$ cat src/rtl/gpps_pkg.sv
// Types and constants for the gripper pick and place sequencer.
package gpps_pkg;

  localparam int TIMEOUT_BITS = 16;
  localparam logic [TIMEOUT_BITS-1:0] TIMEOUT_RESET = 16'd3000;

  // Command codes carried by each tick word
  typedef enum logic [2:0] {
    CMD_NONE   = 3'd0,
    CMD_UP     = 3'd1,
    CMD_DOWN   = 3'd2,
    CMD_OPEN   = 3'd3,
    CMD_CLOSE  = 3'd4,
    CMD_TOGGLE = 3'd5,
    CMD_PICK   = 3'd6,
    CMD_PLACE  = 3'd7
  } cmd_t;

  // How a step ended
  typedef enum logic [1:0] {
    END_NONE    = 2'd0,
    END_REACHED = 2'd1,
    END_TIMEOUT = 2'd2
  } step_end_t;

  // Relay action of one sequence step
  typedef enum logic [1:0] {
    ACT_OPEN  = 2'd0,
    ACT_DOWN  = 2'd1,
    ACT_CLOSE = 2'd2,
    ACT_UP    = 2'd3
  } act_t;

  localparam logic [1:0] LAST_STEP = 2'd3;

  // Pick: open, down, close, up. Place: down, open, up, close.
  function automatic act_t step_action(input logic is_place, input logic [1:0] step);
    act_t act;
    unique case (step)
      2'd0:    act = is_place ? ACT_DOWN  : ACT_OPEN;
      2'd1:    act = is_place ? ACT_OPEN  : ACT_DOWN;
      2'd2:    act = is_place ? ACT_UP    : ACT_CLOSE;
      default: act = is_place ? ACT_CLOSE : ACT_UP;
    endcase
    return act;
  endfunction

endpackage

$ cat src/rtl/gripper_pick_place_sequencer.sv
// Gripper pick and place sequencer: tick input register, step logic, result register.
//
//   channel | handshake              | word
//   --------+------------------------+------------------------------------------------
//   in      | in_valid / in_stall    | cmd, reed_open, reed_down, reed_close, reed_up
//   out     | out_valid / out_stall  | relays, busy_res, step_end, step_index, done
//   cfg     | cfg_valid / cfg_ready  | cfg_timeout_ticks
//
// One tick word per cycle while out_stall lets the result register drain; a word is
// held in the input register after acceptance, then passes once through the step logic
// into the result register.
// The result register and the input register each hold one word, so a new tick is
// taken while a finished result waits; in_stall rises only when both are full.
// Synchronous reset: relay state off, toggle flag open, sequencer idle, timeout 3000.
module gripper_pick_place_sequencer #(
  parameter int COUNT_BITS = 16
) (
  input  logic        clk,
  input  logic        rst,
  input  logic        in_valid,
  output logic        in_stall,
  input  logic [2:0]  cmd,
  input  logic        reed_open,
  input  logic        reed_down,
  input  logic        reed_close,
  input  logic        reed_up,
  output logic        out_valid,
  input  logic        out_stall,
  output logic        arm_up_relay,
  output logic        claw_close_relay,
  output logic        busy_res,
  output logic [1:0]  step_end,
  output logic [1:0]  step_index,
  output logic        sequence_done,
  input  logic        cfg_valid,
  output logic        cfg_ready,
  input  logic [15:0] cfg_timeout_ticks
);
  import gpps_pkg::*;

  localparam int CMP_BITS = (COUNT_BITS > TIMEOUT_BITS) ? COUNT_BITS : TIMEOUT_BITS;

  // Input register
  logic       in_full;
  cmd_t       in_cmd;
  logic       tick_open, tick_down, tick_close, tick_up;

  // Sequencer state
  logic [TIMEOUT_BITS-1:0] timeout_ticks;
  logic                    arm_up_out, claw_close_out, toggle_says_open;
  logic                    running, sequence_is_place;
  logic [1:0]              current_step;
  logic [COUNT_BITS-1:0]   elapsed_ticks;

  logic                    arm_next, claw_next, toggle_next, running_next, place_next;
  logic [1:0]              step_next;
  logic [COUNT_BITS-1:0]   elapsed_next;
  step_end_t               end_next;
  logic [1:0]              index_next;
  logic                    done_next;

  logic                    advance;
  act_t                    act;
  logic                    reed_hit;
  logic [CMP_BITS-1:0]     elapsed_wide, timeout_wide;

  // Move the held word into the result register when that slot is free
  assign advance   = in_full && (!out_valid || !out_stall);
  assign in_stall  = in_full && !advance;
  assign cfg_ready = 1'b1;

  // Capture the tick word
  always_ff @(posedge clk) begin
    if (rst) begin
      in_full <= 1'b0;
    end else if (!in_stall) begin
      in_full <= in_valid;
    end
    if (in_valid && !in_stall) begin
      in_cmd     <= cmd_t'(cmd);
      tick_open  <= reed_open;
      tick_down  <= reed_down;
      tick_close <= reed_close;
      tick_up    <= reed_up;
    end
  end

  assign elapsed_wide = CMP_BITS'(elapsed_ticks);
  assign timeout_wide = CMP_BITS'(timeout_ticks);

  // Step logic: idle commands, then the active step
  always_comb begin
    arm_next     = arm_up_out;
    claw_next    = claw_close_out;
    toggle_next  = toggle_says_open;
    running_next = running;
    place_next   = sequence_is_place;
    step_next    = current_step;
    elapsed_next = elapsed_ticks;
    end_next     = END_NONE;
    index_next   = 2'd0;
    done_next    = 1'b0;
    act          = ACT_OPEN;
    reed_hit     = 1'b0;

    if (!running) begin
      unique case (in_cmd)
        CMD_NONE:   ;
        CMD_UP:     arm_next = 1'b1;
        CMD_DOWN:   arm_next = 1'b0;
        CMD_OPEN:   claw_next = 1'b0;
        CMD_CLOSE:  claw_next = 1'b1;
        CMD_TOGGLE: begin
          claw_next   = toggle_says_open;
          toggle_next = !toggle_says_open;
        end
        CMD_PICK, CMD_PLACE: begin
          running_next = 1'b1;
          place_next   = (in_cmd == CMD_PLACE);
          step_next    = 2'd0;
          elapsed_next = '0;
        end
      endcase
    end

    if (running_next) begin
      act = step_action(place_next, step_next);
      unique case (act)
        ACT_OPEN: begin
          claw_next = 1'b0;
          reed_hit  = tick_open;
        end
        ACT_DOWN: begin
          arm_next = 1'b0;
          reed_hit = tick_down;
        end
        ACT_CLOSE: begin
          claw_next = 1'b1;
          reed_hit  = tick_close;
        end
        ACT_UP: begin
          arm_next = 1'b1;
          reed_hit = tick_up;
        end
      endcase

      // Reed wins over timeout; a saturated count also times out
      if (reed_hit) begin
        end_next = END_REACHED;
      end else if (running && (elapsed_wide >= timeout_wide || &elapsed_ticks)) begin
        end_next = END_TIMEOUT;
      end else if (!running && timeout_wide == '0) begin
        end_next = END_TIMEOUT;
      end else begin
        elapsed_next = elapsed_next + COUNT_BITS'(1);
      end

      if (end_next != END_NONE) begin
        index_next   = step_next;
        elapsed_next = '0;
        if (step_next == LAST_STEP) begin
          running_next = 1'b0;
          step_next    = 2'd0;
          done_next    = 1'b1;
        end else begin
          step_next = step_next + 2'd1;
        end
      end
    end
  end

  // Update state and load the result register
  always_ff @(posedge clk) begin
    if (rst) begin
      timeout_ticks     <= TIMEOUT_RESET;
      arm_up_out        <= 1'b0;
      claw_close_out    <= 1'b0;
      toggle_says_open  <= 1'b1;
      running           <= 1'b0;
      sequence_is_place <= 1'b0;
      current_step      <= 2'd0;
      elapsed_ticks     <= '0;
      out_valid         <= 1'b0;
    end else begin
      if (cfg_valid && cfg_ready) begin
        timeout_ticks <= cfg_timeout_ticks;
      end
      if (advance) begin
        arm_up_out        <= arm_next;
        claw_close_out    <= claw_next;
        toggle_says_open  <= toggle_next;
        running           <= running_next;
        sequence_is_place <= place_next;
        current_step      <= step_next;
        elapsed_ticks     <= elapsed_next;
        out_valid         <= 1'b1;
      end else if (!out_stall) begin
        out_valid <= 1'b0;
      end
    end
  end

  // Result payload
  always_ff @(posedge clk) begin
    if (advance) begin
      arm_up_relay     <= arm_next;
      claw_close_relay <= claw_next;
      busy_res         <= running_next;
      step_end         <= end_next;
      step_index       <= index_next;
      sequence_done    <= done_next;
    end
  end

endmodule

$ cat config.mk
export PLATFORM = sky130hd
export DESIGN_NAME = gripper_pick_place_sequencer
export DESIGN_NICKNAME = d
export VERILOG_FILES = /design/src/rtl/gpps_pkg.sv /design/src/rtl/gripper_pick_place_sequencer.sv
export SDC_FILE = /design/constraint.sdc
export NUM_CORES = 1
export LEC_CHECK = 0
export BUFFER_PORTS_ARGS = -buffer_cell sky130_fd_sc_hd__buf_2
export CAP_MARGIN = 25
export CORE_ASPECT_RATIO = 2
export CORE_MARGIN = 2
export CORE_UTILIZATION = 55
export CTS_BUF_LIST = sky130_fd_sc_hd__clkbuf_8
export DETAILED_ROUTE_END_ITERATION = 7
export GPL_TIMING_DRIVEN = 0
export PLACE_DENSITY = 0.83
export SETUP_SLACK_MARGIN = 0.05
export SYNTH_ARGS = -nofsm -noshare
export SYNTH_HDL_FRONTEND = slang
export SYNTH_SLANG_ARGS = --single-unit
$ cat constraint.sdc
create_clock -name clk -period 3.75 [get_ports clk]
set_clock_uncertainty 0.15 [all_clocks]
set_input_delay 0.75 -clock clk [delete_from_list [all_inputs] [get_ports clk]]
set_output_delay 0.75 -clock clk [all_outputs]
set_load 0.02 [all_outputs]
Word level (Yosys, flattened, before mapping)
Cells that the tools add are included.
- input port bits: 28
- output and inout port bits: 11
- memories kept: 0
- register bits after elaboration: 56
- bits in latches: 0
- memory bits (writable): 0
- logic and storage cells: 102
- memory bits (read-only): 0
- magnitude comparators: 1
- div/mod/pow operators: 0
- equality and inequality tests: 14
- reduce and logical (&&, ||, !) cells: 21
- multipliers: 0
- multiplexer cells: 42
- add/sub/neg operators: 2
- shift operators: 0
- bitwise operators: 1
- operators with widths (operator ; count):
    $mux 16 ; 7
    $mux 2 ; 10
    $mux 1 ; 19
    $add 16x1->16 const B ; 1
    $ge 16x16->1 ; 1
    $logic_not 16->1 ; 1
    $reduce_and 16->1 ; 1
    $eq 3x3->1 const B ; 4
    $eq 2x2->1 const B ; 4
    $eq 3x2->1 const B ; 2
    $logic_not 1->1 ; 6
    $pmux 1 s2 ; 3
    $pmux 2 s3 ; 1
    $logic_and 1x1->1 ; 5
    $eq 2x1->1 const B ; 2
    $logic_not 2->1 ; 2
    $pmux 1 s4 ; 1
    $eq 3x1->1 const B ; 1
    $pmux 1 s3 ; 1
    $reduce_and 3->1 ; 1
    $add 2x1->2 const B ; 1
    $logic_or 1x1->1 ; 2
    $ne 2x1->1 const B ; 1
    $reduce_and 2->1 ; 1
    other kinds (3) ; 3

Logic depth before layout (Yosys ltp)
- word-level depth: 15
- mapped depth: 13
- mapped depth without buffers: 12

Worst setup path before layout
OpenSTA, ideal clock, no wires.
- path kind: flip-flop to flip-flop
- start point: reg in_cmd[1]
- end point: reg elapsed_ticks[8]
- cell stages (with the launch flop): 14
- library setup time: 0.096 ns
- data required time: 3.504 ns
- period minus slack after synthesis: 2.814 ns
- buffers on the path: 1
- data arrival time: 2.568 ns
- setup slack: 0.936 ns
- cell sequence: edfxtp_1 -> buf_6 -> nand3b_4 -> nand2_1 -> inv_1 -> ha_1 -> nor2_1 -> mux2_2 -> o211ai_2 -> o211a_4 -> nand3_4 -> a21oi_4 -> nand2_2 -> o41ai_2
- longest elaborated chain between the ends: 15
- elaborated cells between the ends (all ways): 35
- classes of those cells: 1 x add/sub; 7 x eq/ne; 23 x mux; 4 x reduce/logical
- ends and longest elaborated chain (element ; line ; text):
    start: declaration ; gripper_pick_place_sequencer.sv:45 ; cmd_t in_cmd;
    start signal: assignment ; gripper_pick_place_sequencer.sv:80 ; in_cmd <= cmd_t'(cmd);
    $eq 3x3->1 (on tied branches) ; gripper_pick_place_sequencer.sv:107, gripper_pick_place_sequencer.sv:119 ;
    $reduce_or 2->1 ; gripper_pick_place_sequencer.sv:107 ; unique case (in_cmd)
    $mux 2 / $mux 1 (equally long branches) ; gripper_pick_place_sequencer.sv:107 ;
    $mux 2 / $mux 1 (equally long branches) ; gripper_pick_place_sequencer.sv:106 ; if (!running) begin
    $eq 2x2->1, or another cell as far along ; gpps_pkg.sv:39 ; unique case (step)
    $pmux 2 s3 ; gpps_pkg.sv:39 ;
    $mux 2 ; gripper_pick_place_sequencer.sv:126 ; if (running_next) begin
    $eq 2x2->1, or another cell as far along ; gripper_pick_place_sequencer.sv:128 ; unique case (act)
    $pmux 1 s4 ; gripper_pick_place_sequencer.sv:128 ;
    $mux 1 ; gripper_pick_place_sequencer.sv:126 ;
    $mux 2 ; gripper_pick_place_sequencer.sv:148 ; if (reed_hit) begin
    $mux 2 ; gripper_pick_place_sequencer.sv:126 ;
    $reduce_bool 2->1 ; gripper_pick_place_sequencer.sv:158 ; if (end_next != END_NONE) begin
    $mux 16 ; gripper_pick_place_sequencer.sv:158 ;
    $mux 16 * ; gripper_pick_place_sequencer.sv:126 ;
    end signal: assignment ; gripper_pick_place_sequencer.sv:195 ; elapsed_ticks <= elapsed_next;
    end: declaration ; gripper_pick_place_sequencer.sv:53 ; logic [COUNT_BITS-1:0] elapsed_ticks;
Every way passes the cells marked *; elsewhere a longest branch is shown, timed or not. The select of a mux whose other input is x is not followed.
A chain may end at the register's enable or synchronous reset.

Worst setup path after layout
- start point: reg in_cmd[1]
- end point: reg elapsed_ticks[6]
The elaborated chain is that of the path after synthesis.

==> results.md <==
- Dividing total power by cell area gives a power density of 342.6 nW/um^2.
- In this run the worst path has a maximum fanout of 9.
- The first global-routing pass estimated 12490 microns of wire.
- The number of DRC markers in iteration 0 is 86.
- Derived from the worst setup path, the maximum achievable clock frequency is 297.8 MHz.
- The hold violation count in the final report was 0.
- For this run, the share of the core covered by cells in the final layout is 63.41%.
- The final instance area is 3437 sq um.
- Counting the buffers created by CTS gives 5.
- The count of antenna diodes in the layout is 0.
- The post-CTS setup buffer count is 0.
- The endpoint identified for the worst register-to-register timing path is elapsed_ticks[6].
- The number of I/O port buffers is 35.
- In this run, post-CTS hold repair placed 0 buffers.
- The top flip-flop cell by instance count after synthesis is sky130_fd_sc_hd__dfxtp_1.
- The end point of the most critical hold path is current_step[1].
- In this run the deepest clock path goes through 2 buffers.
- The hold slack is 0.3221 ns.
- The root buffer cell is sky130_fd_sc_hd__clkbuf_8.
- Setup violations remaining at the end of the flow were counted as 0.
- The overall die height is 110.1 microns.
- The initial antenna violation count is 0.
- A synthesized cell averages 9.051 sq um.
- The total overflow left after global routing is 0.
- The total design power is 1.178 mW.
- In this run the static leakage power is 1.482 nW.
- The worst min-delay path category is flip-flop to flip-flop.
- Setup repair after global routing left no endpoint under its margin.
- Summed over all nets, the half-perimeter wirelength after detailed placement is 5776 microns.
- The run finished with clean final reports.
- Of all flip-flops after synthesis, the portion carrying an async set or reset was 0%.
- After layout, the worst setup slack is 0.3919 ns.
- The pre-CTS setup slack is 0.4211 ns.
- The worst hold path passes through 2 cells.
- In the routed layout, each cell is associated on average with a via count of 6.072.
- The later pin in the worst-skew pair is clocked with a latency of 0.33 ns.
- The number of nets with antenna violations after detailed routing is 0.
- The die is 57.05 microns wide.
- The library cell used most frequently in the layout, excluding fill and tap cells, is sky130_fd_sc_hd__dfxtp_1.
- The number of gates resized after CTS was 0.
- The post-synthesis net count is 391.
- The area of placed instances is 3346 sq um.
- The data arrival time of the critical path is 3.45 ns.
- The area of the mapped netlist is 3095 sq um.
- Summing over every cut layer, the via total after detailed routing is 2702.
- After the last flow step, the layout net total stands at 433.
- After clock tree synthesis, the clock-pin slew on the worst setup and hold paths is 0.11 ns.
- The actual transition at the worst max-transition pin is 0.6480 ns.
- At the worst endpoint, the required time is 3.84 ns.
- Counting flops and latches in the post-synthesis netlist gives 56.
- From synthesis to final layout, the design area changed by 11.03%.
- The worst register-to-register path begins at in_cmd[1].
- Max-cap violations in this run came to 0.
- The clock drives 56 sinks.
- The worst pin sits at a relative slew slack of 56.71%.
- The final layout contains routed wiring with a total length of 7411 microns.
- The H-tree was split into 2 levels.
- The die covers 6280 sq um.
- Global routing consumed, over all layers together, 25.78% of the routing resources.
- Summing all flip-flop and latch instances after layout gives 1271 sq um.
- The portion of the clock cycle consumed by the worst path in the final layout is 89.55%.
- The number of global-route vias before repair is 2747.
- The standard-cell row count is 38.
- The shortest period the worst path allows is 3.358 ns.
- The combined area of the multi-input logic cells is 1673 sq um.
- The kind of capture point of the worst setup path is a flip-flop.
- Counting the fill cells in the layout gives 499.
- The count of flip-flops with a built-in enable after synthesis is 15.
- In this run the register-to-register setup slack is 0.39 ns.
- After synthesis, the netlist uses 58 different library cells.
- The initial utilization of the core area, before any placement, comes to 57.11%.
- The layout cell share with drive strength beyond 1 is 15.32%.
- The startpoint-to-endpoint class of the critical path is flip-flop to flip-flop.
- In the layout the commonest cells are sky130_fd_sc_hd__dfxtp_1, sky130_fd_sc_hd__nor2_1, sky130_fd_sc_hd__buf_2, sky130_fd_sc_hd__nand2_1.
- The worst setup path is launched from a flip-flop.
- The number of max-slew violations in the final report is 0.
- The Yosys step of the flow raised 0 warnings.
- After synthesis, flip-flops and latches occupy 41.07% of the total area.
- IR analysis of the VDD net gives a maximum drop of 0.0003963 V.
- 39 I/O pins were placed.
- Summed over all failing endpoints, the final setup total negative slack is 0 ns.
- For this run, design rule violations remaining after detail routing come to 0.
- In the synthesized netlist, the number of instances is 342.
- The non-filler instance count after layout is 445.
- The number of search-and-repair iterations in the first detailed-routing pass is 5.
- The worst min-delay path startpoint is current_step[1].
- After detailed placement, the design holds a cell count of 437.
- The routed length per instance is 16.65 microns.
- For the worst flop-to-flop path, the logic depth is 13.
- At the end of routability-driven placement, the weighted congestion stood at 0.9220.
- The clock tree from TritonCTS is yes.
- The standard cell core area is 5420 sq um.
- The maximum number of pins on one net before global-route repair is 19.
==> worst max path at each step <==
stage | endpoint | from
finish | elapsed_ticks[6] | in_cmd[1]
global route | elapsed_ticks[6] | in_cmd[1]
CTS | elapsed_ticks[8] | in_cmd[1]
detailed placement | elapsed_ticks[8] | in_cmd[1]
global placement | elapsed_ticks[8] | in_cmd[1]
floorplan | elapsed_ticks[8] | in_cmd[1]
==> logic make-up (layout without fill, tap and decap cells) <==
| logic type | Yosys count | count (layout) | synth area share [%] |
|---|---|---|---|
| XOR/XNOR | 2 | 2 | 0.5660 |
| other | 1 | 1 | 0.1211 |
| AO/OA/AOI/OAI | 76 | 76 | 17.99 |
| multiplexers | 12 | 12 | 3.921 |
| AND/OR/NAND/NOR | 139 | 139 | 22.96 |
| buffers and inverters | 35 | 78 | 4.891 |
| adder cells (fa/ha/maj) | 21 | 21 | 8.488 |
| flip-flops | 56 | 56 | 41.07 |
==> worst max-delay path: stages, from the launching register on <==
cell,delay (ns)
sky130_fd_sc_hd__edfxtp_1,0.37
sky130_fd_sc_hd__buf_6,0.14
sky130_fd_sc_hd__nand3b_4,0.14
sky130_fd_sc_hd__nand2_1,0.17
sky130_fd_sc_hd__inv_1,0.08
sky130_fd_sc_hd__ha_1,0.29
sky130_fd_sc_hd__nor2_1,0.35
sky130_fd_sc_hd__mux2_2,0.40
sky130_fd_sc_hd__o211ai_2,0.08
sky130_fd_sc_hd__o21a_1,0.23
sky130_fd_sc_hd__nand2_2,0.11
sky130_fd_sc_hd__a21boi_4,0.28
sky130_fd_sc_hd__nand3_1,0.22
sky130_fd_sc_hd__o31ai_1,0.27
==> per-layer routing <==
layer | share of wire, % | vias up | global-route usage (%)
li1 | - | 1332 | -
met1 | 36 | 1258 | 25.19
met2 | 55 | 82 | 48.52
met3 | 3.8 | 30 | 3.851
met4 | 5.5 | 0 | 17.11
met5 | 0 | - | 0
==> registers in the layout, summed over array words and instances (netlist names), 2 cells and up <==
register,count
current_step,2
elapsed_ticks,16
in_cmd,3
step_end,2
step_index,2
timeout_ticks,16
==> power breakdown <==
| part | internal [mW] | leakage (nW) | switching, mW |
|---|---|---|---|
| Sequential | 0.647 | 0.480 | 0.0142 |
| Combinational | 0.0622 | 0.954 | 0.107 |
| Clock | 0.134 | 0.0485 | 0.213 |
| Total | 0.843 | 1.48 | 0.335 |
==> cell usage after synthesis, drive strengths merged, types with 2 or more instances <==
library cell,count,area (sq um)
nor2b,2,12.51
o21a,3,22.52
inv,22,82.58
nor2,39,146.4
mux2i,11,110.1
o31ai,7,52.55
nor4,3,18.77
nor4b,2,17.52
a21boi,2,26.28
a31oi,7,43.79
a32oi,3,26.28
nand2,34,132.6
nor3,8,40.04
nor3b,2,15.01
a21o,2,15.01
nand3,14,82.58
o211ai,11,87.58
and3,12,75.07
clkbuf,8,30.03
nand2b,2,12.51
and4,3,26.28
ha,21,262.8
nand4,8,50.05
a21oi,23,126.4
edfxtp,15,450.4
or3,3,18.77
buf,5,38.78
and2,3,18.77
dfxtp,41,820.8
o21ai,7,35.03
==> final cells by class <==
class / instances / area share, %
Multi-Input combinational cell: 251 / 48.67
Sequential cell: 56 / 36.99
Timing Repair Buffer: 35 / 5.096
Inverter: 22 / 2.403
Tap cell: 60 / 2.184
Clock buffer: 5 / 2.002
Buffer: 13 / 2.002
Clock inverter: 3 / 0.6553
(Power assumes the default switching activity.)
